**config.mk**
```make
export PLATFORM = sky130hd
export DESIGN_NAME = linear_congruence_solver
export DESIGN_NICKNAME = d
export VERILOG_FILES = /design/src/hw/rtl/lcs_pkg.sv /design/src/hw/rtl/lcs_div.sv /design/src/hw/rtl/lcs_mulmod.sv /design/src/hw/rtl/linear_congruence_solver.sv
export SDC_FILE = /design/constraint.sdc
export NUM_CORES = 2
export LEC_CHECK = 0
export ABC_AREA = 0
export BUFFER_PORTS_ARGS = -buffer_cell sky130_fd_sc_hd__buf_4
export CAP_MARGIN = 10
export CORE_ASPECT_RATIO = 1.2
export CORE_MARGIN = 2
export CORE_UTILIZATION = 36
export CTS_BUF_LIST = sky130_fd_sc_hd__clkbuf_16
export DETAILED_ROUTE_END_ITERATION = 12
export MAX_ROUTING_LAYER = met4
export PLACE_DENSITY_LB_ADDON = 0.25
export SYNTH_ARGS = -nofsm -noshare
export SYNTH_HDL_FRONTEND = slang
export SYNTH_SLANG_ARGS = --single-unit
```
**constraint.sdc**
```tcl
create_clock -name clk -period 13.9 [get_ports clk]
set_input_delay 2.78 -clock clk [delete_from_list [all_inputs] [get_ports clk]]
set_output_delay 2.78 -clock clk [all_outputs]
set_load 0.005 [all_outputs]
```
**src/hw/rtl/lcs_pkg.sv**
```systemverilog
`timescale 1ns / 1ps
package lcs_pkg;

  localparam int LCS_WIDTH = 31;
  localparam int STATUS_W  = 2;

  typedef logic [STATUS_W-1:0] status_t;

  localparam status_t ST_SOLVED  = 2'd0;
  localparam status_t ST_NO_SOL  = 2'd1;
  localparam status_t ST_ZERO_N  = 2'd2;

endpackage

```
**src/hw/rtl/lcs_div.sv**
```systemverilog
`timescale 1ns / 1ps
// Restoring divider, one quotient bit per cycle.
module lcs_div #(
  parameter int WIDTH = 31
) (
  input  logic             clk,
  input  logic             rst,
  input  logic             go,
  input  logic [WIDTH-1:0] num,
  input  logic [WIDTH-1:0] den,
  output logic             done,
  output logic [WIDTH-1:0] quo,
  output logic [WIDTH-1:0] rem
);
  localparam int CW = $clog2(WIDTH);

  logic [CW-1:0]  cnt;
  logic           run;
  logic [WIDTH-1:0] shr;
  logic [WIDTH-1:0] dvs;
  logic [WIDTH:0] trial;
  logic           fits;

  assign trial = {rem, shr[WIDTH-1]};
  assign fits  = trial >= {1'b0, dvs};
  assign quo   = shr;

  always_ff @(posedge clk) begin
    if (rst) begin
      run  <= 1'b0;
      done <= 1'b0;
      cnt  <= '0;
    end else begin
      done <= 1'b0;
      if (go) begin
        run <= 1'b1;
        cnt <= CW'(WIDTH - 1);
      end else if (run) begin
        cnt <= cnt - 1'b1;
        if (cnt == '0) begin
          run  <= 1'b0;
          done <= 1'b1;
        end
      end
    end
  end

  always_ff @(posedge clk) begin
    if (go) begin
      shr <= num;
      dvs <= den;
      rem <= '0;
    end else if (run) begin
      // shift quotient bits into the dividend register as it empties
      shr <= {shr[WIDTH-2:0], fits};
      rem <= fits ? WIDTH'(trial - {1'b0, dvs}) : trial[WIDTH-1:0];
    end
  end
endmodule

```
**src/hw/rtl/lcs_mulmod.sv**
```systemverilog
`timescale 1ns / 1ps
// Shift-and-add modular product, one multiplier bit per cycle.
// Operands must be below the modulus.
module lcs_mulmod #(
  parameter int WIDTH = 31
) (
  input  logic             clk,
  input  logic             rst,
  input  logic             go,
  input  logic [WIDTH-1:0] opx,
  input  logic [WIDTH-1:0] opy,
  input  logic [WIDTH-1:0] modv,
  output logic             done,
  output logic [WIDTH-1:0] prod
);
  localparam int CW = $clog2(WIDTH);

  logic [CW-1:0]    cnt;
  logic             run;
  logic [WIDTH-1:0] xx;
  logic [WIDTH-1:0] yy;
  logic [WIDTH-1:0] mm;
  logic [WIDTH:0]   sa;
  logic [WIDTH:0]   sx;

  assign sa = {1'b0, prod} + {1'b0, xx};
  assign sx = {1'b0, xx} + {1'b0, xx};

  always_ff @(posedge clk) begin
    if (rst) begin
      run  <= 1'b0;
      done <= 1'b0;
      cnt  <= '0;
    end else begin
      done <= 1'b0;
      if (go) begin
        run <= 1'b1;
        cnt <= CW'(WIDTH - 1);
      end else if (run) begin
        cnt <= cnt - 1'b1;
        if (cnt == '0) begin
          run  <= 1'b0;
          done <= 1'b1;
        end
      end
    end
  end

  always_ff @(posedge clk) begin
    if (go) begin
      prod <= '0;
      xx   <= opx;
      yy   <= opy;
      mm   <= modv;
    end else if (run) begin
      if (yy[0]) begin
        prod <= (sa >= {1'b0, mm}) ? WIDTH'(sa - {1'b0, mm}) : sa[WIDTH-1:0];
      end
      xx <= (sx >= {1'b0, mm}) ? WIDTH'(sx - {1'b0, mm}) : sx[WIDTH-1:0];
      yy <= yy >> 1;
    end
  end
endmodule

```
**src/hw/rtl/linear_congruence_solver.sv**
```systemverilog
`timescale 1ns / 1ps
// Solves a*x = b (mod n). A request is taken when start is high and busy is
// low; busy then stays high until the one-cycle done strobe, which the
// receiver must capture as it cannot stall the block. All divisions and
// products run on one bit-serial divider and one bit-serial modular
// multiplier. A request runs one division for each gcd round, then up to
// five more divisions, a division and a product for each inverse round and
// a final product, so its length is set by the number of Euclid rounds. A
// zero modulus answers on the cycle after the request.
module linear_congruence_solver #(
  parameter int WIDTH = lcs_pkg::LCS_WIDTH
) (
  input  logic                  clk,
  input  logic                  rst,
  input  logic                  start,
  output logic                  busy,
  input  logic [WIDTH-1:0]      coeff_a,
  input  logic [WIDTH-1:0]      rhs_b,
  input  logic [WIDTH-1:0]      modulus_n,
  output logic                  done,
  output logic [WIDTH-1:0]      solution_x,
  output logic [WIDTH-1:0]      reduced_modulus,
  output logic [WIDTH-1:0]      common_divisor,
  output lcs_pkg::status_t      status
);
  import lcs_pkg::*;

  localparam logic [3:0] S_IDLE = 4'd0,  S_GCD = 4'd1,  S_GCDW = 4'd2,
                         S_M    = 4'd3,  S_BD  = 4'd4,  S_AD   = 4'd5,
                         S_AM   = 4'd6,  S_BM  = 4'd7,  S_INV  = 4'd8,
                         S_IDIV = 4'd9,  S_IMUL = 4'd10, S_XM  = 4'd11,
                         S_FIN  = 4'd12;

  logic [3:0] state;
  logic [WIDTH-1:0] ra, rb, rn, gx, gy, bq, ar, br, r0, r1, s0, s1;
  logic [WIDTH-1:0] ns;

  logic             div_go, div_done;
  logic [WIDTH-1:0] div_num, div_den, div_q, div_r;
  logic             mul_go, mul_done;
  logic [WIDTH-1:0] mul_x, mul_y, mul_p;

  lcs_div #(.WIDTH(WIDTH)) u_div (
    .clk(clk), .rst(rst), .go(div_go), .num(div_num), .den(div_den),
    .done(div_done), .quo(div_q), .rem(div_r)
  );

  lcs_mulmod #(.WIDTH(WIDTH)) u_mul (
    .clk(clk), .rst(rst), .go(mul_go), .opx(mul_x), .opy(mul_y),
    .modv(reduced_modulus), .done(mul_done), .prod(mul_p)
  );

  assign busy = (state != S_IDLE);
  assign done = (state == S_FIN);
  // s0 - q*s1 mod m
  assign ns = (s0 >= mul_p) ? s0 - mul_p : s0 + (reduced_modulus - mul_p);

  always_ff @(posedge clk) begin
    if (rst) begin
      state  <= S_IDLE;
      div_go <= 1'b0;
      mul_go <= 1'b0;
    end else begin
      div_go <= 1'b0;
      mul_go <= 1'b0;
      unique case (state)
        S_IDLE: begin
          if (start) begin
            ra <= coeff_a;
            rb <= rhs_b;
            rn <= modulus_n;
            gx <= coeff_a;
            gy <= modulus_n;
            if (modulus_n == '0) begin
              solution_x      <= '0;
              reduced_modulus <= '0;
              common_divisor  <= '0;
              status          <= ST_ZERO_N;
              state           <= S_FIN;
            end else begin
              state <= S_GCD;
            end
          end
        end
        S_GCD: begin
          div_go <= 1'b1;
          if (gy == '0) begin
            common_divisor <= gx;
            div_num        <= rn;
            div_den        <= gx;
            state          <= S_M;
          end else begin
            div_num <= gx;
            div_den <= gy;
            state   <= S_GCDW;
          end
        end
        S_GCDW: begin
          if (div_done) begin
            gx    <= gy;
            gy    <= div_r;
            state <= S_GCD;
          end
        end
        S_M: begin
          if (div_done) begin
            reduced_modulus <= div_q;
            div_num <= rb;
            div_den <= common_divisor;
            div_go  <= 1'b1;
            state   <= S_BD;
          end
        end
        S_BD: begin
          if (div_done) begin
            bq <= div_q;
            if (div_r != '0) begin
              solution_x <= '0;
              status     <= ST_NO_SOL;
              state      <= S_FIN;
            end else begin
              div_num <= ra;
              div_den <= common_divisor;
              div_go  <= 1'b1;
              state   <= S_AD;
            end
          end
        end
        S_AD: begin
          if (div_done) begin
            div_num <= div_q;
            div_den <= reduced_modulus;
            div_go  <= 1'b1;
            state   <= S_AM;
          end
        end
        S_AM: begin
          if (div_done) begin
            ar      <= div_r;
            div_num <= bq;
            div_den <= reduced_modulus;
            div_go  <= 1'b1;
            state   <= S_BM;
          end
        end
        S_BM: begin
          if (div_done) begin
            br <= div_r;
            if (reduced_modulus == WIDTH'(1)) begin
              // inverse is zero, so is the solution
              solution_x <= '0;
              status     <= ST_SOLVED;
              state      <= S_FIN;
            end else begin
              r0    <= ar;
              r1    <= reduced_modulus;
              s0    <= WIDTH'(1);
              s1    <= '0;
              state <= S_INV;
            end
          end
        end
        S_INV: begin
          if (r1 == '0) begin
            mul_x  <= s0;
            mul_y  <= br;
            mul_go <= 1'b1;
            state  <= S_XM;
          end else begin
            div_num <= r0;
            div_den <= r1;
            div_go  <= 1'b1;
            state   <= S_IDIV;
          end
        end
        S_IDIV: begin
          if (div_done) begin
            r0     <= r1;
            r1     <= div_r;
            mul_x  <= div_q;
            mul_y  <= s1;
            mul_go <= 1'b1;
            state  <= S_IMUL;
          end
        end
        S_IMUL: begin
          if (mul_done) begin
            s0    <= s1;
            s1    <= ns;
            state <= S_INV;
          end
        end
        S_XM: begin
          if (mul_done) begin
            solution_x <= mul_p;
            status     <= ST_SOLVED;
            state      <= S_FIN;
          end
        end
        S_FIN: begin
          state <= S_IDLE;
        end
        default: begin
          state <= S_IDLE;
        end
      endcase
    end
  end
endmodule

```
==> impl_metrics.csv <==
group,metric,value,unit
critical_path,cp-end-kind,"flip-flop",
layout,fin_cells,5672,
floorplanning,start_util,36.3,%
floorplanning,core_area,121000,um^2
layout,fill_cells,11600,
synth,yosys.cell_types.count,92,
sta,setup-violations-final,0,
critical_path,ff2ff_setup_slack,6.74,ns
sta,slew-limit-headroom,24.2,%
critical_path,start_kind,"flip-flop",
synth,syn-mean-instance-area,11.6,um^2
synth,ys_seq_elements,828,
placement,dp.cells,5513,
floorplanning,die_width,323,um
sta,skew,0.0239,ns
layout,post-route-util,41.3,%
clock_tree,clk_path_buf_depth,3,
min_path,hold_class,"flip-flop to flip-flop",
sta,tightest_slew,1.13,ns
critical_path,r2r-end,"u_mul.prod[2]",
min_path,min_from,"div_den[17]",
synth,ys_top_cells_by_area,"edfxtp_1 (51%), ha_1 (5.4%), mux2_2 (4.9%)",
power,power.density,181,nW/um^2
sta,fin_crit,7.16,ns
clock_tree,root_buffer,"clkbuf_16",
synth,synth_common_cells,"edfxtp_1 (746), nor2_1 (272), inv_1 (260), a21oi_1 (259), nand2_1 (257)",
grt,grt_pass1_wl,211000,um
placement,place_ws,6.74,ns
clock_tree,cts_tree,"built",
sta,setup_tns,0,ns
job,max_cap_violations,0,
layout,layout-drive-gt1-share,15.4,%
critical_path,reg2regPathDepth,22,
layout,multi_input_area,18500,um^2
clock_tree,postCtsSetupBuffers,0,
clock_tree,cts_buffers,86,
detailed_routing,ant_nets,0,
synth,ys.flop_type,"edfxtp_1",
layout,regArea,24100,um^2
synth,yosysSeqAreaShare,54.6,%
detailed_routing,drtIter0Drc,2653,
detailed_routing,firstDrtPassIters,5,
detailed_routing,drt-wirelength-per-cell,25.6,um
power,vdd_ir_drop_max,114,uV
sta,hold_viol_final,0,
placement,portBuffers,192,
floorplanning,die_area,125000,um^2
sta,rsz0062_at_grt,"false",
synth,synth-edff-count,746,
detailed_routing,via_per_inst,5.55,
critical_path,arrival,7.72,ns
detailed_routing,vias,31500,
synth,ys_warn_count,0,
synth,synth_cells,3807,
clock_tree,clk_pin_slew_worst_paths,0.06,ns
power,netSwitchingFraction,37.3,%
grt,grt_util_all_layers,23.5,%
power,p_comb_share,33.8,%
synth,synth_nets,4127,
floorplanning,die_h,387,um
grt,antenna_found_initial,3,
grt,grt.overflow.total,0,
placement,gp_congestion,0.935,
power,seqPwrFrac,40.2,%
synth,synth_area_leader_cell,"edfxtp_1",
synth,yosysMostFrequentCell,"edfxtp_1",
critical_path,timing.rr.start,"u_mul.xx[0]",
detailed_routing,drt-total-wl,145000,um
min_path,holdPathEnd,"u_div.dvs[17]",
grt,grt_max_degree,73,
synth,yosysTopAreaCellShare,50.9,%
clock_tree,numClockSinks,828,
placement,placed_area,47300,um^2
min_path,hold_depth,0,
sta,post-route-period-util,51.5,%
power,leakagePower,18.7,nW
layout,finalNetCount,4288,
run_status,status,"finished clean",
synth,async_reset_ff_share,0,%
synth,syn-cell-area,44000,um^2
grt,grt_pass1_vias,31400,
clock_tree,hold_buffers,0,
power,power_frac_clock,26.0,%
sta,max_freq,0.140,GHz
sta,drv_slew,0,
power,p_switching,3.40,mW
detailed_routing,drcViolationCount,0,
critical_path,worstSetupPathType,"flip-flop to flip-flop",
layout,syn_to_final_growth,14.0,%
critical_path,worstPathMaxFanout,47,
floorplanning,fp-row-count,140,
layout,final_area,50200,um^2
floorplanning,pin_count,193,
sta,layout_setup_ws,6.74,ns
placement,hpwlAfterDp,106000,um
clock_tree,htreeDepth,3,
clock_tree,clk_latency,0.70,ns
critical_path,cp.required,14.46,ns
clock_tree,ctsResizeCount,0,
power,p_int,5.70,mW
## area by class of cell
type | count | area share, %
clock buffer | 86 | 4.29
timing repair buffer | 241 | 3.61
tap | 1633 | 4.07
inverter | 262 | 1.96
multi-input combinational | 2549 | 36.8
sequential | 828 | 47.9
clock inverter | 72 | 1.32
antenna | 1 | 0.00499
## cells in the final DEF (no fill, tap or decap), drive strengths merged, types with 26 or more instances in the layout
master	Yosys	routed
nand2	258	258
xor2	58	58
and2	73	73
a22oi	63	63
a211oi	91	91
inv	261	290
a21o	96	96
ha	189	189
nand2b	28	28
o21ai	189	189
fa	35	35
buf	25	241
nor3	53	53
clkbuf	143	86
mux2	193	193
and3	52	52
edfxtp	746	746
nor2	273	273
xnor2	98	98
a222oi	31	31
nand4	32	32
clkinv	1	26
nor4	51	51
a21oi	260	260
dfxtp	82	82
mux2i	84	84
nand3	49	49
## how the worst max path moves through the flow
stage                     start             to  slack (ns)  cells past startpoint
global placement    u_mul.xx[0]  u_mul.prod[2]        6.89                     22
global route        u_mul.xx[0]  u_mul.prod[2]        6.27                     22
finish              u_mul.xx[0]  u_mul.prod[2]        6.74                     22
floorplan                   rst          s0[0]        0.47                      2
detailed placement  u_mul.xx[0]  u_mul.prod[2]        6.74                     22
CTS                 u_mul.xx[0]  u_mul.prod[2]        6.71                     22
## layer usage
metal	up-vias	global-route usage [%]	wire length, um
li1	14600	-	-
met1	15700	29.6	61600
met2	969	38.9	70700
met3	225	2.69	7210
met4	0	8.61	5460
met5	-	-	0
## through the flow
step	hold slack, ns	power [mW]
finish	0.410	9.09
global route	0.419	9.56
CTS	0.414	9.14
detailed placement	0.405	6.75
global placement	0.401	6.75
floorplan	0.400	5.60
## power groups by stage
stage               clock network, mW  logic [mW]  registers (mW)
floorplan                           0        2.15            3.45
global placement                    0        3.05            3.70
detailed placement                  0        3.05            3.70
CTS                              2.41        3.07            3.65
global route                     2.50        3.37            3.68
finish                           2.36        3.08            3.66
## logic make-up after synthesis
group / share of synthesized area (%)
AOI/OAI and AO/OA: 14.3
and+or+nand+nor: 10.4
DFF: 54.6
buffers and inverters: 3.80
muxes: 6.85
adders and majority gates: 6.99
xor gates and xnor gates: 3.10
## worst max-delay path: stages, from the launching register on
cell,delay (ns)
edfxtp_1,0.41
ha_1,0.24
fa_1,0.46
a211oi_1,0.39
nor3_1,0.18
o31ai_1,0.77
o211ai_1,0.39
o2bb2ai_1,0.26
o41ai_1,0.45
o21bai_1,0.20
a31oi_1,0.23
xnor2_1,0.11
ha_1,0.22
a21oi_1,0.14
o22ai_1,0.09
a2111oi_0,0.66
o41ai_1,0.19
o31ai_1,0.25
o31a_2,0.29
buf_4,0.51
mux2i_1,0.27
o21ai_0,0.08
nor2b_1,0.17
Power figures use the tool's default switching activity.
